==> config.mk <==
export PLATFORM = sky130hd
export DESIGN_NAME = tai_div_stage
export DESIGN_NICKNAME = d
export VERILOG_FILES = /design/src/sv/tai_pkg.sv /design/src/sv/tai_div_stage.sv
export SDC_FILE = /design/constraint.sdc
export NUM_CORES = 1
export LEC_CHECK = 0
export BUFFER_PORTS_ARGS = -buffer_cell sky130_fd_sc_hd__buf_2
export CORE_AREA = 2 2 204 206
export CTS_CLUSTER_SIZE = 20
export DETAILED_ROUTE_END_ITERATION = 6
export DIE_AREA = 0 0 206 208
export GPL_ROUTABILITY_DRIVEN = 1
export PLACE_DENSITY_LB_ADDON = 0.25
export SLEW_MARGIN = 20
export SYNTH_ARGS = -nofsm -noshare
export SYNTH_HDL_FRONTEND = slang
export SYNTH_SLANG_ARGS = --single-unit
==> constraint.sdc <==
create_clock -name clk -period 0.8 [get_ports clk]
set_input_delay 0.12 -clock clk [delete_from_list [all_inputs] [get_ports clk]]
set_output_delay 0.12 -clock clk [all_outputs]
set_load 0.02 [all_outputs]
==> src/sv/tai_pkg.sv <==
// Types, codes and helper functions shared by the typed integer ALU
package tai_pkg;

    typedef struct packed {
        logic [4:0]  op;
        logic [1:0]  a_type;
        logic [1:0]  b_type;
        logic [1:0]  dest_type;
        logic [63:0] a_value;
        logic [63:0] b_value;
    } in_item_t;

    typedef struct packed {
        logic [63:0] result_value;
        logic        status;
    } out_item_t;

    localparam logic [4:0] OP_ASSIGN  = 5'd0;
    localparam logic [4:0] OP_CAST    = 5'd1;
    localparam logic [4:0] OP_ZEXT    = 5'd2;
    localparam logic [4:0] OP_SEXT    = 5'd3;
    localparam logic [4:0] OP_TRUNC   = 5'd4;
    localparam logic [4:0] OP_NEG     = 5'd5;
    localparam logic [4:0] OP_ABS     = 5'd6;
    localparam logic [4:0] OP_NOT     = 5'd7;
    localparam logic [4:0] OP_BSWAP   = 5'd8;
    localparam logic [4:0] OP_ISTRUE  = 5'd9;
    localparam logic [4:0] OP_ISFALSE = 5'd10;
    localparam logic [4:0] OP_ADD     = 5'd11;
    localparam logic [4:0] OP_SUB     = 5'd12;
    localparam logic [4:0] OP_MUL     = 5'd13;
    localparam logic [4:0] OP_UDIV    = 5'd14;
    localparam logic [4:0] OP_AND     = 5'd15;
    localparam logic [4:0] OP_ANDNOT  = 5'd16;
    localparam logic [4:0] OP_OR      = 5'd17;
    localparam logic [4:0] OP_XOR     = 5'd18;
    localparam logic [4:0] OP_SHL     = 5'd19;
    localparam logic [4:0] OP_SHR     = 5'd20;
    localparam logic [4:0] OP_SHA     = 5'd21;
    localparam logic [4:0] OP_EQ      = 5'd22;
    localparam logic [4:0] OP_NE      = 5'd23;
    localparam logic [4:0] OP_SLT     = 5'd24;
    localparam logic [4:0] OP_SLE     = 5'd25;
    localparam logic [4:0] OP_SGT     = 5'd26;
    localparam logic [4:0] OP_SGE     = 5'd27;
    localparam logic [4:0] OP_ULT     = 5'd28;
    localparam logic [4:0] OP_ULE     = 5'd29;
    localparam logic [4:0] OP_UGT     = 5'd30;
    localparam logic [4:0] OP_UGE     = 5'd31;

    localparam logic [1:0] SEL_SIMPLE = 2'd0;
    localparam logic [1:0] SEL_MUL    = 2'd1;
    localparam logic [1:0] SEL_DIV    = 2'd2;

    localparam int DIV_STAGES = 64;
    localparam int LATENCY    = DIV_STAGES + 1;

    typedef struct packed {
        logic [1:0]  sel;
        logic        status;
        logic [1:0]  dt;
        logic [63:0] simple;
    } side_t;

    function automatic logic [63:0] width_mask(input logic [1:0] t);
        logic [63:0] m;
        unique case (t)
            2'd0: m = 64'h0000_0000_0000_00FF;
            2'd1: m = 64'h0000_0000_0000_FFFF;
            2'd2: m = 64'h0000_0000_FFFF_FFFF;
            default: m = '1;
        endcase
        return m;
    endfunction

    function automatic logic [63:0] sign_ext(input logic [63:0] x, input logic [1:0] t);
        logic [63:0] r;
        unique case (t)
            2'd0: r = {{56{x[7]}}, x[7:0]};
            2'd1: r = {{48{x[15]}}, x[15:0]};
            2'd2: r = {{32{x[31]}}, x[31:0]};
            default: r = x;
        endcase
        return r;
    endfunction

endpackage

==> src/sv/tai_div_stage.sv <==
// One restoring-division step: one quotient bit per stage
module tai_div_stage (
    input  logic            clk,
    input  logic            rst_n,
    input  logic            valid_in,
    input  tai_pkg::side_t  side_in,
    input  logic [63:0]     rem_in,
    input  logic [63:0]     quo_in,
    input  logic [63:0]     div_in,
    output logic            valid_out,
    output tai_pkg::side_t  side_out,
    output logic [63:0]     rem_out,
    output logic [63:0]     quo_out,
    output logic [63:0]     div_out
);

    logic            valid_reg;
    tai_pkg::side_t  side_reg;
    logic [63:0]     rem_reg, rem_next, quo_reg, quo_next, div_reg;

    always_comb
    begin
        logic [64:0] trial, diff;
        trial = {rem_in, quo_in[63]};
        diff  = trial - {1'b0, div_in};
        if (!diff[64])
        begin
            rem_next = diff[63:0];
            quo_next = {quo_in[62:0], 1'b1};
        end
        else
        begin
            rem_next = trial[63:0];
            quo_next = {quo_in[62:0], 1'b0};
        end
    end

    always_ff @(posedge clk or negedge rst_n)
    begin
        if (!rst_n)
            valid_reg <= 1'b0;
        else
            valid_reg <= valid_in;
    end

    always_ff @(posedge clk)
    begin
        side_reg <= side_in;
        rem_reg  <= rem_next;
        quo_reg  <= quo_next;
        div_reg  <= div_in;
    end

    assign valid_out = valid_reg;
    assign side_out  = side_reg;
    assign rem_out   = rem_reg;
    assign quo_out   = quo_reg;
    assign div_out   = div_reg;

endmodule

# --- Yosys cells after proc, flatten, opt, wreduce, memory -nomap -nowiden ---
# Cells that the tools add are included.
# W data, S select, Z words.
word_totals:
  register_bits: 262
  input_bits: 264
  word_cells: 11
classes:
  mux: 2
  addsub: 1
op_table:
  columns: ["op", "count"]
  rows:
  - ["$sub A65 B64 Y65", 1]
  - ["$mux W64", 1]
  - ["$mux W1", 1]

# --- Depth between registers and ports, before layout ---
# Gate-level depths: netlist (run 1).
logic_depth:
  word_depth: 2
  mapped_depth: 14

# --- Worst setup path after synthesis (run 1) ---
# OpenSTA, ideal clock, no wires.
synth_path:
  path_type: "input to register"
  start: "input port div_in[26]"
  end: "register rem_reg[59] (netlist: rem_out[59])"
  arrival_ns: 2.874
  n_path_buf: 0
  required_time_ns: 0.677
  slack_ns: -2.198
  path_stages: 10
  cell_sequence: "inv_1 > ha_1 > a21o_1 > or4b_1 > or4b_4 > a311o_1 > a211oi_2 > o21ai_1 > mux2i_1 > mux2_1"
synth_via:
  elab_chain_len: 2
synth_rtl:
  columns: ["item", "line_no", "source"]
  rows:
  - ["start, declared", "tai_div_stage.sv:9", "input logic [63:0] div_in,"]
  - ["$sub A65 B64 Y65", "tai_div_stage.sv:25", "diff = trial - {1'b0, div_in};"]
  - ["$mux W64", "tai_div_stage.sv:26", "if (!diff[64])"]
  - ["via rem_next[59]", "tai_div_stage.sv:19", "logic [63:0] rem_reg, rem_next, quo_reg, quo_next, div_reg;"]
  - ["end signal, assigned", "tai_div_stage.sv:49", "rem_reg <= rem_next;"]
  - ["end, declared", "tai_div_stage.sv:19", null]
# The timed path passes the listed nets, and every way through them passes these cells.

# --- Worst setup path after layout (run 1) ---
layout_path:
  start: "input port div_in[20]"
  end: "register rem_reg[13] (netlist: rem_out[13])"
# Same word-level chain as after synthesis.

==> impl_metrics.csv, run 1 <==
group,metric,value,unit
status,status,"finished, violations left",
status,violations,"hold timing, setup timing",
cells_and_area,syn2layout_area_growth,118,%
critical_path,critPathLaunch,"div_in[20]",
floorplanning,fp.dieArea,42800,µm²
sta,slew_headroom,0.609,
global_routing,grt_overflow,0,
clocking,cts.sinks,262,
yosys,yosysWarnings,0,
place,port_buffers,525,
clocking,cts_buffer_depth,3,
route,wire_per_inst,17.8,µm
sta,clock.fmax,390,MHz
place,place_congestion,0.836,
yosys,async_reset_ff_frac,0.00382,
yosys,ys_seq_area_frac,0.510,
critical_path,critPathCaptureType,"flop",
global_routing,antenna_found_initial,7,
hold_path,hold_path_class,"primary input to flop",
route,via_count,11536,
floorplanning,io_pins,526,
global_routing,grtUsageTotal,0.208,
floorplanning,rows,74,
critical_path,critPathLaunchType,"primary input",
floorplanning,initial_utilization,0.254,
cells_and_area,fill_cells,3367,
sta,fin_crit,2560,ps
clocking,tritoncts,"built",
clocking,hold_buffers,259,
clocking,cts_root_buf,"clkbuf_16",
route,antenna_left,0,
pwr,ir_drop,1.85,mV
sta,setup_viol,327,
route,drt_iter0_drc,402,
yosys,synth_nets,1333,
cells_and_area,num-nets-final,2435,
sta,hold_viol_final,2,
sta,fin_crit_sh,3.20,
yosys,netlist_instances,1004,
pwr,total_power,43.8,mW
sta,rsz0062_at_grt,"yes",
yosys,synth_edf_count,0,
yosys,ys_ff_latch,262,
clocking,clk_pin_slew,60,ps
job,drv_cap,0,
critical_path,cp.required,1230,ps
route,routed_wirelength,47.3,mm
floorplanning,core-area,40600,µm²
floorplanning,die_w,206,µm
critical_path,endpoint,"rem_out[13]",
sta,setup_slack,-1760,ps
critical_path,arrival,2990,ps
yosys,avgSynthCellArea,10.2,µm²
clocking,htreeDepth,1,
sta,tightest_slew,572,ps
pwr,leakage,10.8,nW
yosys,synth_area,10300,µm²
critical_path,path_max_fanout,6,
route,first_pass_iters,5,
yosys,synthFlopType,"dfxtp_1",
cells_and_area,postLayoutCoreUtil,0.553,
cells_and_area,drive_gt1_frac,0.611,
sta,drv_slew,0,
global_routing,first_global_vias,12474,
route,via_per_inst,4.34,
yosys,synthDistinctLibCells,72,
sta,hold-worst-slack,-252,ps
global_routing,grt_max_degree,16,
pwr,p_per_area,1950,nW/µm²
clocking,numCtsBuffers,28,
critical_path,worst-setup-path-type,"primary input to flop",
route,drc,0,
floorplanning,die_height,208,µm
global_routing,grt_pass1_wl,69.3,mm
place,dp_hpwl,32.5,mm
-- Yosys cell counts (all sizes together) (9+ instances only) --
cell type | n | share of area
nor2b | 11 | 0.0067
inv | 88 | 0.032
nand2 | 62 | 0.023
nor2 | 42 | 0.015
xor2 | 23 | 0.020
nand4 | 22 | 0.013
xnor2 | 34 | 0.029
dfxtp | 261 | 0.51
o21ai | 36 | 0.018
a21oi | 79 | 0.039
mux2 | 57 | 0.063
a21o | 32 | 0.023
nand3 | 10 | 0.0049
and3 | 9 | 0.0055
clkbuf | 26 | 0.0095
o21bai | 15 | 0.011
ha | 64 | 0.078
-- sequential cells by signal (all words and copies together), names as in the netlist --
signal,count
side_out,69
quo_out,64
valid_out,1
div_out,64
rem_out,64
-- layer usage --
| layer | wire length [µm] | GRT usage |
|---|---|---|
| met3 | 3010 | 0.0468 |
| met2 | 24200 | 0.382 |
| met5 | 46 | 0 |
| met4 | 1200 | 0.0640 |
| met1 | 18800 | 0.236 |
-- how the worst min path moves through the flow --
stage,end,start,slack [ps],cells past startpoint
after floorplan,valid_out,rst_n,-180,0
after global placement,valid_out,rst_n,-100,1
after detailed placement,valid_out,rst_n,-100,1
after CTS,div_out[0],div_in[0],-290,1
after global routing,div_out[0],div_in[0],-280,1
final,div_out[0],div_in[0],-250,1
-- cell usage in the layout, fill, tap and decap left out, drive strengths merged, types with 23 or more instances in the layout --
master,synthesis,final
a21o,32,32
a21oi,79,79
buf,7,843
clkbuf,26,38
dfxtp,261,261
dlygate4sd3,0,259
ha,64,64
inv,88,91
mux2,57,57
nand2,62,62
nor2,42,42
o21ai,36,36
xnor2,34,34
xor2,23,23
-- power breakdown --
group          internal (mW)  leakage, nW  total (mW)  switching, mW
clock network           7.85        0.447        13.4           5.53
logic                   8.45         8.09        15.0           6.60
registers               14.7         2.22        15.4          0.724
total                   31.0         10.8        43.8           12.9
-- per-stage QoR --
| step | cells | setup WS, ps | setup TNS, ps | area [µm²] |
|---|---|---|---|---|
| floorplan | 1004 | -2030 | -118340 | 10800 |
| global placement | 2322 | -2620 | -166120 | 16100 |
| detailed placement | 2322 | -2660 | -168300 | 16100 |
| CTS | 2651 | -1740 | -197910 | 22200 |
| global route | 2659 | -1810 | -203880 | 22400 |
| finish | 2660 | -1760 | -190210 | 22400 |
-- logic make-up (layout without fill, tap and decap cells) --
group / after synthesis / after routing / share of synthesized area
DFF: 262 / 262 / 0.510
AOI/OAI and AO/OA: 236 / 236 / 0.150
and+or+nand+nor: 200 / 200 / 0.0978
buffers and inverters: 121 / 1241 / 0.0452
adders and majority gates: 65 / 65 / 0.0798
muxes: 63 / 63 / 0.0686
xor gates and xnor gates: 57 / 57 / 0.0485
other: 0 / 4 / 0
-- worst max-delay path, cell delays in order --
cell and delay [ps]:
buf_2 90, inv_1 60, ha_4 280, buf_6 110, nand4_1 160, nor4b_4 280, buf_4 180, nand4_1 100
o22a_4 230, a21oi_4 200, o21ai_4 90, and2_4 150, o211a_4 290, inv_12 120, buf_12 130, buf_8 100
mux2_4 290
-- final cells by class --
cell class,instances,area (µm²),share of cell area
tap,532,666,0.0297
sequential,262,5580,0.249
clock buffer,36,782,0.0349
clock inverter,12,153,0.00680
antenna,4,10.0,0.000446
timing repair inverter,1,8.76,0.000390
inverter,88,373,0.0166
multi-input combinational,621,5340,0.238
timing repair buffer,1104,9520,0.424
-- repair_timing --
item	CTS	global route
setup buffers	22	7
pin swaps	25	13
hold endpoints to repair	260	2
resized for setup	867	40
gates cloned	2	3
endpoints found under the setup margin	327	327
Note: power is estimated with default switching activity, not from simulation.
==> inputs of run 2 (changes only) <==
--- a/config.mk
+++ b/config.mk
@@ -11,7 +11,7 @@
 export DETAILED_ROUTE_END_ITERATION = 6
 export DIE_AREA = 0 0 206 208
 export GPL_ROUTABILITY_DRIVEN = 1
-export PLACE_DENSITY_LB_ADDON = 0.25
+export PLACE_DENSITY = 0.56
 export SLEW_MARGIN = 20
 export SYNTH_ARGS = -nofsm -noshare
 export SYNTH_HDL_FRONTEND = slang
==> run 2 against run 1 <==
  * The flow still finishes with violations (hold timing, setup timing)
  * Clock power increased by 7%
  * Cell count decreased by 0.15%
  * Global-route usage about the same
  * Fmax increased by 0.28%
  * Count of clock-buffer cells in the layout increased by 1
  * Non-clock buffer count decreased by 12
  * Utilization decreased by 0.24 points
  * Largest cell class unchanged
==> impl_metrics.csv, run 2 (same netlist as run 1, synthesis figures left out) <==
group,metric,value,unit
status,status,"finished, violations left",
status,violations,"hold timing, setup timing",
route,drc,0,
route,via_count,11659,
global_routing,first_global_vias,12689,
cells_and_area,multiInputGateArea,5290,µm²
sta,slew_headroom,0.619,
route,via_per_inst,4.39,
global_routing,use_met2,0.381,
pwr,leakage,10.7,nW
sta,setup_viol,327,
floorplanning,initial_utilization,0.254,
job,drv_cap,0,
critical_path,slowest_stage,"or4b_4",
place,port_buffers,525,
hold_path,hold_path_class,"primary input to flop",
place,place_inst,2319,
clocking,cts_root_buf,"clkbuf_16",
sta,clock.fmax,391,MHz
critical_path,critPathCaptureType,"flop",
route,first_pass_iters,5,
cells_and_area,fin_area,22300,µm²
route,drt_iter0_drc,533,
sta,tightest_slew,567,ps
route,antenna_left,0,
critical_path,worstPathCellList,"buf_8 > inv_4 > ha_4 > a21oi_4 > nor2_2 > or4b_4 > or4b_4 > a311o_1 > a211oi_4 > o21ai_2 > xor2_1 > mux2_4",
pwr,p_per_area,2000,nW/µm²
floorplanning,io_pins,526,
place,place_area,16100,µm²
cells_and_area,syn2layout_area_growth,117,%
cells_and_area,fill_cells,3255,
global_routing,grt_overflow,0,
sta,setup_slack,-1760,ps
global_routing,antenna_found_initial,9,
cells_and_area,drive_gt1_frac,0.604,
global_routing,top_usage_layer,"met2",
route,routed_wirelength,46.5,mm
clocking,cts_buffer_depth,3,
critical_path,critPathTopFamily,"simple AND/OR/NAND/NOR gates",
clocking,hold_buffers,260,
cells_and_area,num-nets-final,2424,
critical_path,path_max_fanout,3,
floorplanning,die_w,206,µm
cells_and_area,stdcell_count,2656,
clocking,htreeDepth,1,
sta,hold_viol_final,2,
critical_path,cp_num_buf_inv,2,
place,dp_hpwl,31.8,mm
sta,hold-worst-slack,-267,ps
critical_path,arrival,3000,ps
sta,fin_crit_sh,3.19,
sta,rsz0062_at_grt,"yes",
critical_path,worst-setup-path-type,"primary input to flop",
cells_and_area,postLayoutCoreUtil,0.551,
clocking,clk_pin_slew,70,ps
critical_path,critPathLaunchType,"primary input",
pwr,ir_drop,1.64,mV
clocking,tritoncts,"built",
critical_path,cp.required,1250,ps
floorplanning,die_height,208,µm
sta,fin_crit,2560,ps
clocking,cts.sinks,262,
route,wire_per_inst,17.5,µm
sta,setup_tns,-187350,ps
global_routing,grt.met3_usage,0.0536,
global_routing,grt_max_degree,15,
critical_path,critPathMostFrequentCell,"or4b_4",
floorplanning,rows,74,
cells_and_area,layout.cells.most_common,"buf_4",
floorplanning,core-area,40600,µm²
clocking,numCtsBuffers,29,
place,place_congestion,0.912,
cells_and_area,final_cell_mix,"290 x buf_4, 274 x buf_6, 260 x dfxtp_2, 260 x dlygate4sd3_1, 255 x buf_2",
cells_and_area,largest_reg_flops,69,
critical_path,cpPeakStageDelay,530,ps
global_routing,grtUsageTotal,0.208,
sta,drv_slew,0,
cells_and_area,regArea,5580,µm²
global_routing,grt_pass1_wl,69.8,mm
global_routing,met1_usage,0.223,
floorplanning,fp.dieArea,42800,µm²
pwr,total_power,44.7,mW
run 2: cell types whose count changed in the layout (fill, tap and decap cells not counted), moves of 3 or more:
cell     change
buf_4        -8
ha_1         +5
ha_4         -4
a21oi_1      +3
a21oi_2      -3
diode_2      +3
run 2: timing repair:
action,in CTS,in global routing
hold endpoints to repair,261,2
pin swaps,26,5
gates cloned,2,0
setup buffers,19,1
setup endpoints to repair,327,327
resized for setup,876,16
run 2: area by class of cell:
| class | count | area share |
|---|---|---|
| timing repair buffer | 1092 | 0.420 |
| sequential | 262 | 0.250 |
| multi-input combinational | 621 | 0.237 |
| clock buffer | 37 | 0.0356 |
| tap | 532 | 0.0298 |
| inverter | 88 | 0.0166 |
| clock inverter | 16 | 0.0104 |
| antenna | 7 | 0.000784 |
| timing repair inverter | 1 | 0.000504 |
run 2: where the power goes:
group          switching, mW  total (mW)  internal (mW)
Combinational           6.57        14.9           8.29
Clock                   5.76        14.4           8.69
Sequential             0.736        15.4           14.7
run 2: path summary, 6_finish.rpt:
check                      cells past startpoint  startpoint  slack (ps)           to
worst max-delay path                          12  div_in[24]       -1760  rem_out[51]
worst min-delay path                           1   div_in[0]        -270   div_out[0]
max in group asynchronous                      3       rst_n         250    valid_out
min in group asynchronous                      3       rst_n         440    valid_out
run 2: through the flow:
stage	setup WS (ps)	hold WS [ps]
6_report	-1760	-267
5_1_grt	-1840	-292
4_1_cts	-1710	-288
3_5_place_dp	-2480	-99.5
3_3_place_gp	-2430	-103
2_1_floorplan	-2030	-176
run 2: per-layer routing:
| metal | share of wire | up-vias |
|---|---|---|
| li1 | - | 5691 |
| met1 | 0.38 | 5473 |
| met2 | 0.51 | 385 |
| met3 | 0.074 | 106 |
| met4 | 0.038 | 4 |
| met5 | 0.00069 | - |
